==> config.mk <==
export PLATFORM = sky130hd
export DESIGN_NAME = rainbow_frame_generator_top
export DESIGN_NICKNAME = d
export VERILOG_FILES = /design/src/hw/rtl/rfg_pkg.sv /design/src/hw/rtl/rainbow_frame_generator_top.sv
export SDC_FILE = /design/constraint.sdc
export NUM_CORES = 1
export LEC_CHECK = 0
export BUFFER_PORTS_ARGS = -buffer_cell sky130_fd_sc_hd__buf_4
export CAP_MARGIN = 20
export CORE_UTILIZATION = 54
export DETAILED_ROUTE_END_ITERATION = 12
export PLACE_DENSITY = 0.85
export SLEW_MARGIN = 20
export SYNTH_ARGS = -nofsm -noshare
export SYNTH_HDL_FRONTEND = slang
export SYNTH_SLANG_ARGS = --single-unit
==> constraint.sdc <==
create_clock -name clock -period 4.85 [get_ports clock]
set_clock_uncertainty 0.15 [all_clocks]
set_input_delay 0.485 -clock clock [delete_from_list [all_inputs] [get_ports clock]]
set_output_delay 0.485 -clock clock [all_outputs]
set_load 0.05 [all_outputs]
==> src/hw/rtl/rfg_pkg.sv <==
// Shared types, constants and the color wheel function for the rainbow frame generator.
// No dependencies; used by rainbow_frame_generator_top.
`timescale 1ns / 1ps
`default_nettype none
package rfg_pkg;

   localparam int PIX_W       = 6;   // pixel index width
   localparam int COUNT_W     = 7;   // pixel count width (holds 0..127, used as 1..64)
   localparam int COLOR_W     = 8;
   localparam int OFFSET_W    = 11;  // frame offset, up to 1279
   localparam int QUOT_W      = 8;   // wheel position bits, quotient bits
   localparam int MAX_PIXELS_DEF = 64;

   localparam logic [OFFSET_W-1:0] EVEN_PERIOD = OFFSET_W'(256 * 5);

   localparam int CSR_IDX_W   = 1;
   localparam logic [CSR_IDX_W-1:0] CSR_NUM_PIXELS  = 1'b0;
   localparam logic [CSR_IDX_W-1:0] CSR_SPREAD_MODE = 1'b1;

   localparam logic [COUNT_W-1:0] NUM_PIXELS_RST = COUNT_W'(64);

   typedef enum logic [3:0] {
      S_IDLE  = 4'b0001,
      S_DIV   = 4'b0010,
      S_COLOR = 4'b0100,
      S_OUT   = 4'b1000
   } state_type;

   typedef struct packed {
      logic [COLOR_W-1:0] red;
      logic [COLOR_W-1:0] green;
      logic [COLOR_W-1:0] blue;
   } rgb_type;

   // Three-segment wheel: red -> green -> blue -> red
   function automatic rgb_type wheel(input logic [QUOT_W-1:0] pos);
      rgb_type    c;
      logic [7:0] w;
      logic [7:0] seg;
      logic [9:0] w3;
      begin
         w = 8'd255 - pos;
         if (w < 8'd85) begin
            seg = w;
         end else if (w < 8'd170) begin
            seg = w - 8'd85;
         end else begin
            seg = w - 8'd170;
         end
         w3 = {2'b00, seg} + {1'b0, seg, 1'b0};
         if (w < 8'd85) begin
            c.red   = 8'd255 - w3[7:0];
            c.green = 8'd0;
            c.blue  = w3[7:0];
         end else if (w < 8'd170) begin
            c.red   = 8'd0;
            c.green = w3[7:0];
            c.blue  = 8'd255 - w3[7:0];
         end else begin
            c.red   = w3[7:0];
            c.green = 8'd255 - w3[7:0];
            c.blue  = 8'd0;
         end
         return c;
      end
   endfunction

endpackage
`default_nettype wire

==> src/hw/rtl/rainbow_frame_generator_top.sv <==
// Rainbow frame generator: one frame tick in, one colored item per pixel out.
// Depends on rfg_pkg (types, constants, wheel function).
//
//   channel   dir   handshake            payload
//   req_      in    tvalid/tready        tdata[0] restart
//   rsp_      out   tvalid/tready/tlast  tdata: pixel_index, red, green, blue; tlast last_pixel
//   csr_      in    valid/ready          index, data
//
// Each pixel runs through the shared restoring divider (S_DIV), then the color
// step (S_COLOR), then waits in the output register (S_OUT) until taken; the
// next pixel starts only after that, and after the last pixel the block
// returns to S_IDLE to take the next frame tick.
// req_tready is high only while idle; a stalled rsp_ holds the sequencer.
// Synchronous active-high reset; no clearing pass.
`timescale 1ns / 1ps
`default_nettype none
module rainbow_frame_generator_top #(
   parameter int MAX_PIXELS = rfg_pkg::MAX_PIXELS_DEF
) (
   input  wire logic        clock,
   input  wire logic        reset,
   input  wire logic        req_tvalid,
   output logic             req_tready,
   input  wire logic [7:0]  req_tdata,   // [0] restart, [7:1] zero
   output logic             rsp_tvalid,
   input  wire logic        rsp_tready,
   output logic [31:0]      rsp_tdata,   // [5:0] pixel_index, [13:6] red,
                                         // [21:14] green, [29:22] blue, [31:30] zero
   output logic             rsp_tlast,   // last_pixel
   input  wire logic        csr_valid,
   output logic             csr_ready,
   input  wire logic [rfg_pkg::CSR_IDX_W-1:0] csr_index,
   input  wire logic [rfg_pkg::COUNT_W-1:0]   csr_data
);

   localparam logic [rfg_pkg::COUNT_W-1:0] MAX_N = rfg_pkg::COUNT_W'(MAX_PIXELS);

   rfg_pkg::state_type state_ff, state_in;

   logic [rfg_pkg::COUNT_W-1:0]  num_pixels_ff, num_pixels_in;
   logic                         spread_ff, spread_in;
   logic [rfg_pkg::OFFSET_W-1:0] offset_ff, offset_in;
   logic [rfg_pkg::COUNT_W-1:0]  n_ff, n_in;
   logic [rfg_pkg::PIX_W-1:0]    pix_ff, pix_in;
   logic [rfg_pkg::COUNT_W-1:0]  rem_ff, rem_in;
   logic [rfg_pkg::QUOT_W-1:0]   quot_ff, quot_in;
   logic [2:0]                   step_ff, step_in;
   logic                         last_ff, last_in;
   rfg_pkg::rgb_type             rgb_ff, rgb_in;
   logic [rfg_pkg::PIX_W-1:0]    opix_ff, opix_in;

   logic                         req_acc, rsp_acc;
   logic [rfg_pkg::COUNT_W-1:0]  n_eff;
   logic [rfg_pkg::COUNT_W:0]    rem_sh;
   logic                         rem_ge;
   logic [rfg_pkg::QUOT_W-1:0]   base, pos;
   logic [rfg_pkg::OFFSET_W-1:0] offset_inc;
   logic                         is_last;

   assign req_acc    = req_tvalid && req_tready;
   assign rsp_acc    = rsp_tvalid && rsp_tready;
   assign req_tready = (state_ff == rfg_pkg::S_IDLE);
   assign rsp_tvalid = (state_ff == rfg_pkg::S_OUT);
   assign csr_ready  = 1'b1;
   assign rsp_tdata  = {2'b00, rgb_ff.blue, rgb_ff.green, rgb_ff.red, opix_ff};
   assign rsp_tlast  = last_ff;

   always_comb begin
      if (num_pixels_ff == '0) begin
         n_eff = rfg_pkg::COUNT_W'(1);
      end else if (num_pixels_ff > MAX_N) begin
         n_eff = MAX_N;
      end else begin
         n_eff = num_pixels_ff;
      end
   end

   // one restoring step of (pix * 256) / n; remainder stays below n
   assign rem_sh = {rem_ff, 1'b0};
   assign rem_ge = (rem_sh >= {1'b0, n_ff});

   assign base       = spread_ff ? quot_ff : {2'b00, pix_ff};
   assign pos        = base + offset_ff[rfg_pkg::QUOT_W-1:0];
   assign offset_inc = offset_ff + rfg_pkg::OFFSET_W'(1);
   assign is_last    = ({1'b0, pix_ff} == n_ff - rfg_pkg::COUNT_W'(1));

   always_comb begin
      state_in      = state_ff;
      num_pixels_in = num_pixels_ff;
      spread_in     = spread_ff;
      offset_in     = offset_ff;
      n_in          = n_ff;
      pix_in        = pix_ff;
      rem_in        = rem_ff;
      quot_in       = quot_ff;
      step_in       = step_ff;
      last_in       = last_ff;
      rgb_in        = rgb_ff;
      opix_in       = opix_ff;

      if (csr_valid && csr_ready) begin
         case (csr_index)
            rfg_pkg::CSR_NUM_PIXELS:  num_pixels_in = csr_data;
            rfg_pkg::CSR_SPREAD_MODE: spread_in     = csr_data[0];
            default: ;
         endcase
      end

      case (state_ff)
         rfg_pkg::S_IDLE: begin
            if (req_acc) begin
               if (req_tdata[0]) begin
                  offset_in = '0;
               end
               n_in     = n_eff;
               pix_in   = '0;
               rem_in   = '0;
               quot_in  = '0;
               step_in  = '0;
               state_in = rfg_pkg::S_DIV;
            end
         end
         rfg_pkg::S_DIV: begin
            rem_in  = rem_ge ? rem_sh[rfg_pkg::COUNT_W-1:0] - n_ff
                             : rem_sh[rfg_pkg::COUNT_W-1:0];
            quot_in = {quot_ff[rfg_pkg::QUOT_W-2:0], rem_ge};
            step_in = step_ff + 3'd1;
            if (step_ff == 3'd7) begin
               state_in = rfg_pkg::S_COLOR;
            end
         end
         rfg_pkg::S_COLOR: begin
            rgb_in   = rfg_pkg::wheel(pos);
            opix_in  = pix_ff;
            last_in  = is_last;
            state_in = rfg_pkg::S_OUT;
         end
         rfg_pkg::S_OUT: begin
            if (rsp_acc) begin
               if (last_ff) begin
                  if (spread_ff) begin
                     offset_in = (offset_inc == rfg_pkg::EVEN_PERIOD) ? '0 : offset_inc;
                  end else begin
                     offset_in = {3'b000, offset_inc[rfg_pkg::QUOT_W-1:0]};
                  end
                  state_in = rfg_pkg::S_IDLE;
               end else begin
                  pix_in   = pix_ff + rfg_pkg::PIX_W'(1);
                  rem_in   = {1'b0, pix_ff + rfg_pkg::PIX_W'(1)};
                  quot_in  = '0;
                  step_in  = '0;
                  state_in = rfg_pkg::S_DIV;
               end
            end
         end
         default: state_in = rfg_pkg::S_IDLE;
      endcase
   end

   always_ff @(posedge clock) begin
      if (reset) begin
         state_ff      <= rfg_pkg::S_IDLE;
         num_pixels_ff <= rfg_pkg::NUM_PIXELS_RST;
         spread_ff     <= 1'b1;
         offset_ff     <= '0;
      end else begin
         state_ff      <= state_in;
         num_pixels_ff <= num_pixels_in;
         spread_ff     <= spread_in;
         offset_ff     <= offset_in;
      end
   end

   always_ff @(posedge clock) begin
      n_ff    <= n_in;
      pix_ff  <= pix_in;
      rem_ff  <= rem_in;
      quot_ff <= quot_in;
      step_ff <= step_in;
      last_ff <= last_in;
      rgb_ff  <= rgb_in;
      opix_ff <= opix_in;
   end

`ifndef SYNTHESIS
   a_rem_below_n: assert property (@(posedge clock) disable iff (reset)
      (state_ff == rfg_pkg::S_DIV) |-> (rem_ff < n_ff))
      else $error("divider remainder not below pixel count");

   a_pix_in_frame: assert property (@(posedge clock) disable iff (reset)
      (state_ff != rfg_pkg::S_IDLE) |-> ({1'b0, pix_ff} < n_ff))
      else $error("pixel index beyond frame");

   a_last_ends_frame: assert property (@(posedge clock) disable iff (reset)
      (rsp_acc && rsp_tlast) |=> req_tready)
      else $error("frame did not end after last pixel");

   a_offset_range: assert property (@(posedge clock) disable iff (reset)
      offset_ff < rfg_pkg::EVEN_PERIOD)
      else $error("frame offset out of range");

   a_no_overlap: assert property (@(posedge clock) disable iff (reset)
      !(req_tready && rsp_tvalid))
      else $error("input taken while result pending");
`endif

endmodule
`default_nettype wire

== After elaboration in Yosys (flattened, before gate mapping) ==
Cells that the tools add are included.

* Register bits: 85
* Bits of input ports: 21
* Output and inout port bits: 36
* Logic and storage cells: 93

* Add/subtract/negate cells: 11
* Magnitude comparators: 4
* Equal/unequal tests: 13
* Muxes and demuxes: 36
* Bitwise logic cells: 1
* Reductions and logical operators: 13

{| class="wikitable"
|+ Operator list
! operator !! count
|-
| $mux W11 || 6
|-
| $mux W8 || 7
|-
| $mux W24 || 2
|-
| $mux W7 || 5
|-
| $pmux W8 S3 || 1
|-
| $pmux W11 S2 || 1
|-
| $pmux W7 S3 || 1
|-
| $mux W6 || 3
|-
| $add A8 B8 Y8 || 2
|-
| $pmux W4 S4 || 1
|-
| $sub A8 B8 Y8 const A || 2
|-
| $mux W4 || 3
|-
| $pmux W6 S2 || 1
|-
| $add A11 B1 Y11 const B || 1
|-
| $eq A11 B11 Y1 const B || 1
|-
| $mux W3 || 3
|-
| $pmux W3 S3 || 1
|-
| $ge A8 B7 Y1 || 1
|-
| $lt A8 B7 Y1 const B || 1
|-
| $lt A8 B8 Y1 const B || 1
|-
| $ne A2 B1 Y1 const B || 4
|-
| $reduce_and A4 Y1 || 2
|-
| $sub A8 B7 Y8 const B || 1
|-
| $sub A8 B8 Y8 const B || 1
|-
| 22 further kinds || 26
|}

== Longest topological paths before layout ==
Gate-level depths: netlist of the first run.

* Word-level depth: 11
* Mapped depth: 22
* Depth with buffers taken out: 18

== Worst setup path after synthesis of the first run ==
Ideal clock, no wire load.

* Path kind: register to register
* From: reg spread_ff
* To: reg rgb_ff (netlist bit rsp_tdata[13]), data pin
* Setup time: 0.273 ns
* Arrival time: 4.885 ns
* Required time: 4.427 ns
* Setup slack: -0.458 ns
* Cell stages (with the launch flop): 22
* Path buffers: 3
* Clock period less this slack: 5.308 ns
* Cell sequence: dfxtp_1 -> clkbuf_1 -> mux2_2 -> ha_1 -> fa_1 -> a2bb2oi_1 -> nor2_1 -> nor4_4 -> o211ai_2 -> a21oi_1 -> clkbuf_1 -> or3_1 -> nand3_1 -> xnor2_1 -> ha_1 -> clkbuf_1 -> a21oi_1 -> o21bai_1 -> a21o_1 -> a41oi_2 -> xor2_1 -> mux2i_1

* Longest elaborated chain between the ends: 10
* Elaborated cells between the ends (all ways): 14
* Those cells by class: add/sub (6); order compare (2); mux (6)

{| class="wikitable"
|+ RTL lines
! item !! RTL line !! text
|-
| start: declaration || rainbow_frame_generator_top.sv:41 || <nowiki>logic spread_ff, spread_in;</nowiki>
|-
| start signal: assignment || rainbow_frame_generator_top.sv:169 || <nowiki>spread_ff <= spread_in;</nowiki>
|-
| $mux W8 (*) || rainbow_frame_generator_top.sv:82 || <nowiki>assign base = spread_ff ? quot_ff : {2'b00, pix_ff};</nowiki>
|-
| $add A8 B8 Y8 (*) || rainbow_frame_generator_top.sv:83 || <nowiki>assign pos = base + offset_ff[rfg_pkg::QUOT_W-1:0];</nowiki>
|-
| $sub A8 B8 Y8 (*) || rfg_pkg.sv:42 || <nowiki>w = 8'd255 - pos;</nowiki>
|-
| $sub A8 B8 Y8 (tied with other cells) || rfg_pkg.sv:48 || <nowiki>seg = w - 8'd170;</nowiki>
|-
| $mux W8 || rfg_pkg.sv:45 || <nowiki>end else if (w < 8'd170) begin</nowiki>
|-
| $mux W8 || rfg_pkg.sv:43 || <nowiki>if (w < 8'd85) begin</nowiki>
|-
| $mux W8 || rainbow_frame_generator_top.sv:109 || <nowiki>case (state_ff)</nowiki>
|-
| $add A8 B8 Y8 || rfg_pkg.sv:50 || <nowiki>w3 = {2'b00, seg} + {1'b0, seg, 1'b0};</nowiki>
|-
| $sub A8 B8 Y8 or $mux W24 (tied branches) || rfg_pkg.sv:52, rfg_pkg.sv:55 ||
|-
| $mux W24 (*) || rfg_pkg.sv:51 || <nowiki>if (w < 8'd85) begin</nowiki>
|-
| end signal: assignment || rainbow_frame_generator_top.sv:181 || <nowiki>rgb_ff <= rgb_in;</nowiki>
|-
| end: declaration || rainbow_frame_generator_top.sv:49 || <nowiki>rfg_pkg::rgb_type rgb_ff, rgb_in;</nowiki>
|}

Mark *: on every way between the ends. The rest lies on a longest branch, timed or not. The select of a mux whose other input is x is not followed.
A chain may end at the register's enable or synchronous reset.

== Final worst setup path of the first run ==
* From: reg pix_ff[0] in the netlist's numbering
* To: reg rgb_ff (netlist bit rsp_tdata[21]), data pin

* Longest elaborated chain between the ends: 10
* Elaborated cells between the ends (all ways): 13
* Those cells by class: add/sub (6); order compare (2); mux (5)

{| class="wikitable"
|+ RTL lines
! item !! RTL line !! text
|-
| start: declaration || rainbow_frame_generator_top.sv:44 || <nowiki>logic [rfg_pkg::PIX_W-1:0] pix_ff, pix_in;</nowiki>
|-
| start signal: assignment || rainbow_frame_generator_top.sv:176 || <nowiki>pix_ff <= pix_in;</nowiki>
|-
| $mux W8 (*) || rainbow_frame_generator_top.sv:82 ||
|-
| $add A8 B8 Y8 (*) || rainbow_frame_generator_top.sv:83 ||
|-
| $sub A8 B8 Y8 (*) || rfg_pkg.sv:42 ||
|-
| $sub A8 B8 Y8 (tied with other cells) || rfg_pkg.sv:48 ||
|-
| $mux W8 || rfg_pkg.sv:45 ||
|-
| $mux W8 || rfg_pkg.sv:43 ||
|-
| $mux W8 || rainbow_frame_generator_top.sv:109 ||
|-
| $add A8 B8 Y8 || rfg_pkg.sv:50 ||
|-
| $sub A8 B8 Y8 || rfg_pkg.sv:61 || <nowiki>c.green = 8'd255 - w3[7:0];</nowiki>
|-
| $mux W24 || rfg_pkg.sv:55 || <nowiki>end else if (w < 8'd170) begin</nowiki>
|}

Marks and branches as above.

==> impl_metrics.toml, run 1 <==
[cts]
cts_hold_buf = 0
root_buffer = "clkbuf_8"
clock_latency_ns = 0.36
clock_path_buffers = 2
tritoncts = "yes"
htreeDepth = 3
cts_inserted_buffers = 9
clkTransAtPathRegs_ns = 0.10
cts.sinks = 85

[synth]
ys_seq_area_frac = 0.428
synthMuxAreaShare = 0.0445
synth_compound_area_frac = 0.145
synth-seq-cells = 85
synth-adder-area-share = 0.0803
ys.warnings.count = 0
synth_top_family_by_area = "simple AND/OR/NAND/NOR gates"
synth_area_um2 = 5420
synth_area_per_cell_um2 = 9.90
synth_edf_count = 62
yosysUniqueCellTypes = 72
synth_flop_cell = "edfxtp_1"
syn_inst = 548
synth_xor_area_frac = 0.0731
async_flop_share = 0
synthSimpleGateAreaFrac = 0.183

[pwr]
powerDensity_nw_per_um2 = 832
total_power_uw = 5280
leakage_uw = 0.00263
ir_worst_vdd_mv = 0.594

[die]
fp-row-count = 36
initial_core_util = 0.555
io_pins = 57
core_um2 = 9770
die_h_um = 102
die_x_um = 102
dieArea_um2 = 10400

[detailed_routing]
wirelength_um = 11400
drc = 0
viasPerCell = 5.75
dr_total_vias = 4298
dr.pass1.iters = 5
ant_nets = 0
avgRoutedWirePerCell_um = 15.2
drt_iter0_markers = 227

[finish]
final_common_cell = "buf_4"
fin_nets = 664
drive_gt1_frac = 0.208
area_growth_syn_to_layout_pct = 17.1
most-common-layout-cells = "buf_4 (74), edfxtp_1 (62), nor2_1 (59)"
diodes = 0
instances_no_fill = 748
fillCellCount = 731

[run_status]
status = "complete, no violations"

[critical_path]
crit_path_start_kind = "flip-flop"
end_kind = "flip-flop"
criticalPathCategory = "reg2reg"
cp.required_ns = 4.80
path_cells = "mux2_2, ha_1, fa_2, ha_4, o21ai_0, a221o_1, o21ai_2, a21o_1, nand2_4, a211oi_2, a31o_2, ha_1, inv_1, fa_2, inv_2, a41oi_2, buf_4, xnor3_1, nor2_1"
cp_data_arrival_time_ns = 4.63
cpPeakStageDelay_ns = 0.60
cp_max_fo = 7
critical-path-slowest-cell = "fa_2"

[grt]
grt_use_met1 = 0.292
grt.total_usage = 0.225
grt_pass1_wl_um = 18300
grt-busiest-layer = "met2"
antenna_found_initial = 0
grt_use_met3 = 0.0410
grt_pass1_vias = 4015
overflow = 0
grt_max_degree = 32
global_route.usage.met2 = 0.379

[placement]
place_congestion = 0.859
port_buffers = 46
place_inst = 720
dpl.hpwl_um = 8420

[timing]
setup_viol = 0
finalHoldViolations = 0
final_max_slew_viol_count = 0
fin_hold_ws_ns = 0.173
fmax_mhz = 214
relSlewSlack = 0.500
timing.final.crit_share = 0.964
min_period_ns = 4.67
tightest_slew_ns = 0.748

[hold_path]
holdCritPathClass = "in2reg"

[run]
cap_viol_max_count = 0
final timing paths:
| kind | start | end | slack, ns | cells after the start |
|---|---|---|---|---|
| setup reg to reg | pix_ff[0]$_SDFFCE_PN0P_ | rsp_tdata[21]$_SDFFCE_PP0P_ | 0.18 | 19 |
| hold / removal | csr_data[6] | num_pixels_ff[6]$_SDFFE_PP1P_ | 0.17 | 2 |
| setup / recovery | pix_ff[0]$_SDFFCE_PN0P_ | rsp_tdata[21]$_SDFFCE_PP0P_ | 0.18 | 19 |
| hold reg to reg | offset_ff[10]$_SDFFE_PP0P_ | offset_ff[10]$_SDFFE_PP0P_ | 0.36 | 2 |
worst max-delay path: cells and delay by family (launching register included):
family	cells	cell delay [ns]
AOI/OAI and AO/OA	7	1.33
buffers and inverters	3	0.32
and+or+nand+nor	2	0.16
xor gates and xnor gates	1	0.23
adders and majority gates	5	1.50
muxes	1	0.30
DFF	1	0.41
cell usage after synthesis (4+ instances only):
cell type  number  area share
edfxtp_1       62        0.34
nor2_1         59       0.041
a21oi_1        33       0.030
inv_1          32       0.022
ha_1           30       0.069
o21ai_0        28       0.026
nand2_1        25       0.017
dfxtp_1        23       0.085
mux2i_1        23       0.042
nand3_1        22       0.020
xnor2_1        20       0.032
clkbuf_1       19       0.013
and2_1         17       0.020
a21o_1         13       0.018
nor3_1         13       0.012
nor2b_1        12       0.014
xor2_1         12       0.019
and3_1          8      0.0092
nand2b_1        8      0.0092
nand4_1         6      0.0069
o22ai_1         6      0.0069
a211oi_1        4      0.0055
buf_4           4      0.0055
sequential cells by signal (all words and copies together), names as in the netlist:
register	count
state_ff	4
rsp_tdata	24
spread_ff	1
opix_ff	6
num_pixels_ff	7
offset_ff	11
rem_ff	7
rsp_tlast	1
quot_ff	8
n_ff	7
pix_ff	6
step_ff	3
layout make-up:
cell class / instances / area (um2) / share of cell area
Sequential cell: 85 / 2320 / 0.366
Clock buffer: 9 / 124 / 0.0195
Clock inverter: 7 / 80.1 / 0.0126
Tap cell: 133 / 166 / 0.0262
Inverter: 33 / 129 / 0.0203
Multi-Input combinational cell: 406 / 2960 / 0.467
Timing Repair Buffer: 75 / 567 / 0.0892
report_power, final:
group | leakage (uW) | switching, uW | internal, uW
clock | 0.0000994 | 298 | 204
combinational | 0.00175 | 1910 | 1760
sequential | 0.000780 | 52.8 | 1060
metal layers:
layer / vias up / share of wire
met5: - / 0
met4: 0 / 0.014
met3: 16 / 0.050
met2: 141 / 0.49
met1: 2051 / 0.45
li1: 2090 / -
per-stage QoR:
stage / area (um2) / setup TNS, ns / setup WS [ns] / util
2_1_floorplan: 5460 / 0 / 0.00319 / -
3_3_place_gp: 5970 / 0 / 0.108 / 0.611
3_5_place_dp: 5970 / -0.133 / -0.0770 / 0.611
4_1_cts: 6200 / 0 / 0.0114 / 0.634
5_1_grt: 6350 / -0.170 / -0.0687 / 0.650
6_report: 6350 / 0 / 0.176 / 0.650
logic make-up (layout without fill, tap and decap cells):
logic type / after synthesis / count (layout)
AO/OA/AOI/OAI: 117 / 117
XOR/XNOR: 37 / 37
adder cells (fa/ha/maj): 33 / 33
buffers and inverters: 58 / 124
flip-flops: 85 / 85
multiplexers: 24 / 24
other: 2 / 3
AND/OR/NAND/NOR: 192 / 192
timing repair:
item	4_1_cts	5_1_grt
gates resized for setup	4	16
setup buffers	1	11
pin swaps	1	12
endpoints found under the hold margin	0	0
endpoints found under the setup margin	4	16
(Power assumes the default switching activity.)
==> run 2: changes to the inputs <==
--- a/config.mk
+++ b/config.mk
@@ -9,7 +9,7 @@
 export CAP_MARGIN = 20
 export CORE_UTILIZATION = 54
 export DETAILED_ROUTE_END_ITERATION = 12
-export PLACE_DENSITY = 0.85
+export PLACE_DENSITY = 0.81
 export SLEW_MARGIN = 20
 export SYNTH_ARGS = -nofsm -noshare
 export SYNTH_HDL_FRONTEND = slang
==> run 2 against run 1 <==
Clock power decreased by 2%. Sequential share of layout area about the same. Final cell count decreased by 0.13%. Maximum frequency down 0.54%. Total power fell by 0.12%. Cell area hardly changed. First-iteration DRC count is 4.0% higher. Critical path type unchanged.
==> impl_metrics.toml, run 2 (same netlist as run 1, synthesis figures left out) <==
[run_status]
status = "complete, no violations"

[finish]
most-common-layout-cells = "buf_4 (73), edfxtp_1 (62), nor2_1 (59)"
diodes = 0
fin_nets = 663
drive_gt1_frac = 0.215
final_common_cell = "buf_4"
largest_register_ffs = 24
area_growth_syn_to_layout_pct = 17.3
instances_no_fill = 747

[placement]
port_buffers = 46
place_congestion = 0.891
dp_slack_ns = 0.0205
dpl.hpwl_um = 8230
place_inst = 722

[grt]
overflow = 0
antenna_found_initial = 0
grt_pass1_vias = 3966
grt_pass1_wl_um = 17700
grt_max_degree = 32
grt.total_usage = 0.217

[timing]
final_max_slew_viol_count = 0
tightest_slew_ns = 0.780
setup_viol = 0
finalHoldViolations = 0
min_period_ns = 4.70
fmax_mhz = 213
timing.final.crit_share = 0.969
setup_ws_ns = 0.150
relSlewSlack = 0.479

[detailed_routing]
drt_iter0_markers = 236
viasPerCell = 5.68
avgRoutedWirePerCell_um = 14.9
met1_length_um = 4960
met2WireLength_um = 5420
drc = 0
wl_met3_um = 651
top_layer = "met4"
dr.pass1.iters = 5
wirelength_um = 11100
dr_total_vias = 4243
ant_nets = 0

[critical_path]
criticalPathCategory = "reg2reg"
cp_data_arrival_time_ns = 4.74
cp_max_fo = 8
crit_path_start_kind = "flip-flop"
cp.required_ns = 4.89
end_kind = "flip-flop"

[cts]
clkTransAtPathRegs_ns = 0.10
htreeDepth = 3
cts_inserted_buffers = 9
tritoncts = "yes"
root_buffer = "clkbuf_8"
clock_latency_ns = 0.36
cts_hold_buf = 0
clock_path_buffers = 2
cts.sinks = 85

[die]
initial_core_util = 0.555
die_h_um = 102
die_x_um = 102
dieArea_um2 = 10400
io_pins = 57
core_um2 = 9770
fp-row-count = 36

[pwr]
leakage_uw = 0.00264
powerDensity_nw_per_um2 = 830
ir_worst_vdd_mv = 0.786

[hold_path]
holdCritPathClass = "in2reg"

[run]
cap_viol_max_count = 0
-- run 2: area by class of cell --
cell class	instances	area (um2)
multi-input cells	406	2980
flip-flops and latches	85	2320
repair buffers	74	559
inverters	33	129
clock buffers	9	124
clock inverters	7	81.3
fillers	746	3410
well taps	133	166
-- run 2: per-stage QoR --
stage                     power (uW)  instance area (um2)  setup TNS (ns)  hold slack [ns]   util
after global routing            5650                 6360          -0.120            0.161  0.651
after global placement          4360                 5990               0            0.330  0.612
final                           5280                 6360               0            0.170  0.651
after floorplan                 3820                 5460               0            0.274      -
after detailed placement        4470                 5990               0            0.349  0.612
after CTS                       5010                 6200               0            0.158  0.634
-- run 2: layer usage --
layer / GRT usage / vias to the layer above
li1: - / 2079
met1: 0.283 / 2009
met2: 0.365 / 144
met3: 0.0431 / 11
met4: 0.0637 / 0
met5: 0 / -
-- run 2: final timing paths --
path | from | endpoint | slack, ns | cells after the start
max | pix_ff[0]$_SDFFCE_PN0P_ | rsp_tdata[29]$_DFFE_PP_ | 0.15 | 18
min | csr_data[6] | num_pixels_ff[6]$_SDFFE_PP1P_ | 0.17 | 2
max reg2reg | pix_ff[0]$_SDFFCE_PN0P_ | rsp_tdata[29]$_DFFE_PP_ | 0.15 | 18
min reg2reg | offset_ff[10]$_SDFFE_PP0P_ | offset_ff[10]$_SDFFE_PP0P_ | 0.37 | 2
-- run 2: power by group --
part	switching (uW)	internal [uW]
clock	290	204
sequential	51.5	1060
combinational	1910	1760
-- run 2: what timing repair did --
| action | CTS | global route |
|---|---|---|
| gates cloned | 0 | 0 |
| gates resized for setup | 1 | 21 |
| pin swaps | 1 | 16 |
| endpoints found under the setup margin | 5 | 16 |
| hold endpoints to repair | 0 | 0 |
| buffers inserted | 1 | 8 |
-- run 2: worst max-delay path, stage by stage (launching register included) --
cell      delay (ns)
edfxtp_1        0.42
mux2_4          0.30
ha_2            0.18
fa_2            0.46
a32o_2          0.31
nor4_4          0.32
o211ai_2        0.20
a21oi_2         0.26
buf_4           0.21
nand2_1         0.07
nand3_1         0.13
xnor2_2         0.16
ha_1            0.31
inv_2           0.11
o21bai_1        0.08
a21o_1          0.18
a41oi_2         0.25
xor2_2          0.23
mux2i_1         0.23
==> run 3: changes to the inputs <==
--- a/config.mk
+++ b/config.mk
@@ -8,6 +8,7 @@
 export BUFFER_PORTS_ARGS = -buffer_cell sky130_fd_sc_hd__buf_4
 export CAP_MARGIN = 20
 export CORE_UTILIZATION = 54
+export CTS_BUF_LIST = sky130_fd_sc_hd__clkbuf_16
 export DETAILED_ROUTE_END_ITERATION = 12
 export PLACE_DENSITY = 0.81
 export SLEW_MARGIN = 20
==> constraint.sdc (replaced) <==
create_clock -name clock -period 4.2 [get_ports clock]
set_clock_uncertainty 0.15 [all_clocks]
set_input_delay 0.42 -clock clock [delete_from_list [all_inputs] [get_ports clock]]
set_output_delay 0.42 -clock clock [all_outputs]
set_load 0.05 [all_outputs]
==> run 3 against run 2 <==
The flow now finishes with violations (setup timing). Wire length rose by 26%. Register-to-register slack got worse by 0.66 ns. Die area did not move. First-iteration DRC count rose by 6.4%. Cell area rose by 13%. Critical path type unchanged. Largest cell class unchanged. Highest routed layer unchanged.
==> impl_metrics.toml, run 3 (same netlist as run 1, synthesis figures left out) <==
[run_status]
status = "finished with violations"
violations = "setup timing"

[grt]
grt_pass1_vias = 4536
overflow = 0
antenna_found_initial = 0
grt.total_usage = 0.270
grt_max_degree = 32
grt_pass1_wl_um = 21400

[finish]
area_growth_syn_to_layout_pct = 32.9
fillCellCount = 621
multi_input_area_um2 = 3220
final_common_cell = "buf_4"
fin_util = 0.737
diodes = 0
seqCellArea_um2 = 2320
largest_register_ffs = 24
drive_gt1_frac = 0.325
fin_nets = 726
most-common-layout-cells = "buf_4 (128), edfxtp_1 (62), nor2_1 (58)"

[hold_path]
holdPathEnd = "num_pixels_ff[6]$_SDFFE_PP1P_"
holdCritPathClass = "in2reg"
holdPathStages = 2
min_from = "csr_data[6]"

[detailed_routing]
dr.pass1.iters = 5
ant_nets = 0
avgRoutedWirePerCell_um = 17.4
drt_iter0_markers = 251
wirelength_um = 14100
dr_total_vias = 4756
drc = 0
viasPerCell = 5.87

[placement]
dpl.hpwl_um = 9230
place_congestion = 0.855
port_buffers = 46

[cts]
htreeDepth = 3
clock_latency_ns = 0.35
cts_hold_buf = 0
root_buffer = "clkbuf_16"
tritoncts = "yes"
clock_path_buffers = 2
clkTransAtPathRegs_ns = 0.07
cts.sinks = 85
cts_inserted_buffers = 9

[critical_path]
criticalPathCategory = "reg2reg"
rrSetupSlack_ns = -0.51
cp_max_fo = 4
crit_path_start_kind = "flip-flop"
cp_data_arrival_time_ns = 4.71
end_kind = "flip-flop"
r2r-start = "quot_ff[0]$_SDFFCE_PN0P_"
worst-r2r-cell-count = 18
cp.required_ns = 4.20
r2r-end = "rsp_tdata[28]$_DFFE_PP_"

[die]
die_h_um = 102
core_um2 = 9770
dieArea_um2 = 10400
die_x_um = 102
initial_core_util = 0.555
fp-row-count = 36
io_pins = 57

[timing]
tightest_slew_ns = 0.790
relSlewSlack = 0.472
final_max_slew_viol_count = 0
timing.final.crit_share = 1.12
rsz0062_at_grt = "yes"
fmax_mhz = 212
finalHoldViolations = 0
min_period_ns = 4.71
setup_ws_ns = -0.514
setup_viol = 16

[run]
cap_viol_max_count = 0
-- run 3: cell types whose count changed in the layout (fill, tap and decap cells not counted), moves of 4 or more --
cell	change
a21oi_1	-4
ha_4	+4
clkbuf_16	+9
buf_4	+55
clkbuf_8	-9
buf_6	+7
-- run 3: routing by layer --
layer | global-route usage | wire [um] | vias to the layer above | part of all wire
met5 | 0 | 0 | - | 0
met4 | 0.114 | 391 | 0 | 0.028
met3 | 0.0540 | 872 | 48 | 0.062
met2 | 0.471 | 7190 | 235 | 0.51
met1 | 0.325 | 5630 | 2262 | 0.40
li1 | - | - | 2211 | -
-- run 3: worst max-delay path: stages (launching register included) --
cell and delay, ns:
edfxtp_1 0.41, mux2_4 0.30, ha_4 0.16, fa_2 0.47
buf_4 0.16, a2bb2oi_1 0.19, nor2_2 0.08, nor4_4 0.17
o211ai_2 0.16, a21o_1 0.24, and3_1 0.17, or3_4 0.38
ha_4 0.25, a21o_1 0.17, a21oi_2 0.12, nor2_1 0.07
a311oi_2 0.31, xnor2_2 0.21, mux2i_1 0.35
-- run 3: cell type report --
type                            count  share of cell area
Clock buffer                        9              0.0313
Clock inverter                      7              0.0111
Inverter                           33              0.0179
Multi-Input combinational cell    406               0.446
Sequential cell                    85               0.322
Tap cell                          133              0.0231
Timing Repair Buffer              137               0.148
-- run 3: worst max-delay path by stage --
stage / start / endpoint / slack [ns] / cells after the start
2_1_floorplan: spread_ff$_SDFFE_PP1P_ / rsp_tdata[29]$_DFFE_PP_ / -0.55 / 20
3_3_place_gp: pix_ff[0]$_SDFFCE_PN0P_ / rsp_tdata[20]$_SDFFCE_PP0P_ / -0.35 / 17
3_5_place_dp: pix_ff[0]$_SDFFCE_PN0P_ / rsp_tdata[29]$_DFFE_PP_ / -0.55 / 18
4_1_cts: quot_ff[0]$_SDFFCE_PN0P_ / rsp_tdata[20]$_SDFFCE_PP0P_ / -0.36 / 18
5_1_grt: quot_ff[0]$_SDFFCE_PN0P_ / rsp_tdata[29]$_DFFE_PP_ / -0.64 / 17
6_report: quot_ff[0]$_SDFFCE_PN0P_ / rsp_tdata[28]$_DFFE_PP_ / -0.51 / 18
-- run 3: through the flow --
| step | hold WS (ns) | instance area, um2 | TNS [ns] | std cells | setup slack [ns] |
|---|---|---|---|---|---|
| finish | 0.124 | 7210 | -4.76 | 810 | -0.514 |
| global route | 0.117 | 7210 | -7.32 | 810 | -0.635 |
| CTS | 0.121 | 7100 | -3.40 | 803 | -0.357 |
| detailed placement | 0.347 | 6430 | -6.92 | 771 | -0.548 |
| global placement | 0.330 | 6430 | -3.94 | 771 | -0.355 |
| floorplan | 0.274 | 5550 | -5.45 | 549 | -0.548 |
-- run 3: repair_timing --
action	CTS	global route
gates resized for setup	47	12
setup endpoints to repair	18	18
endpoints found under the hold margin	0	0
buffers inserted	17	8
pin swaps	41	12
Power of run 3 is left out: the tool's default activity adds up to more than one toggle a clock period on the data nets, which glitch-free logic cannot reach.
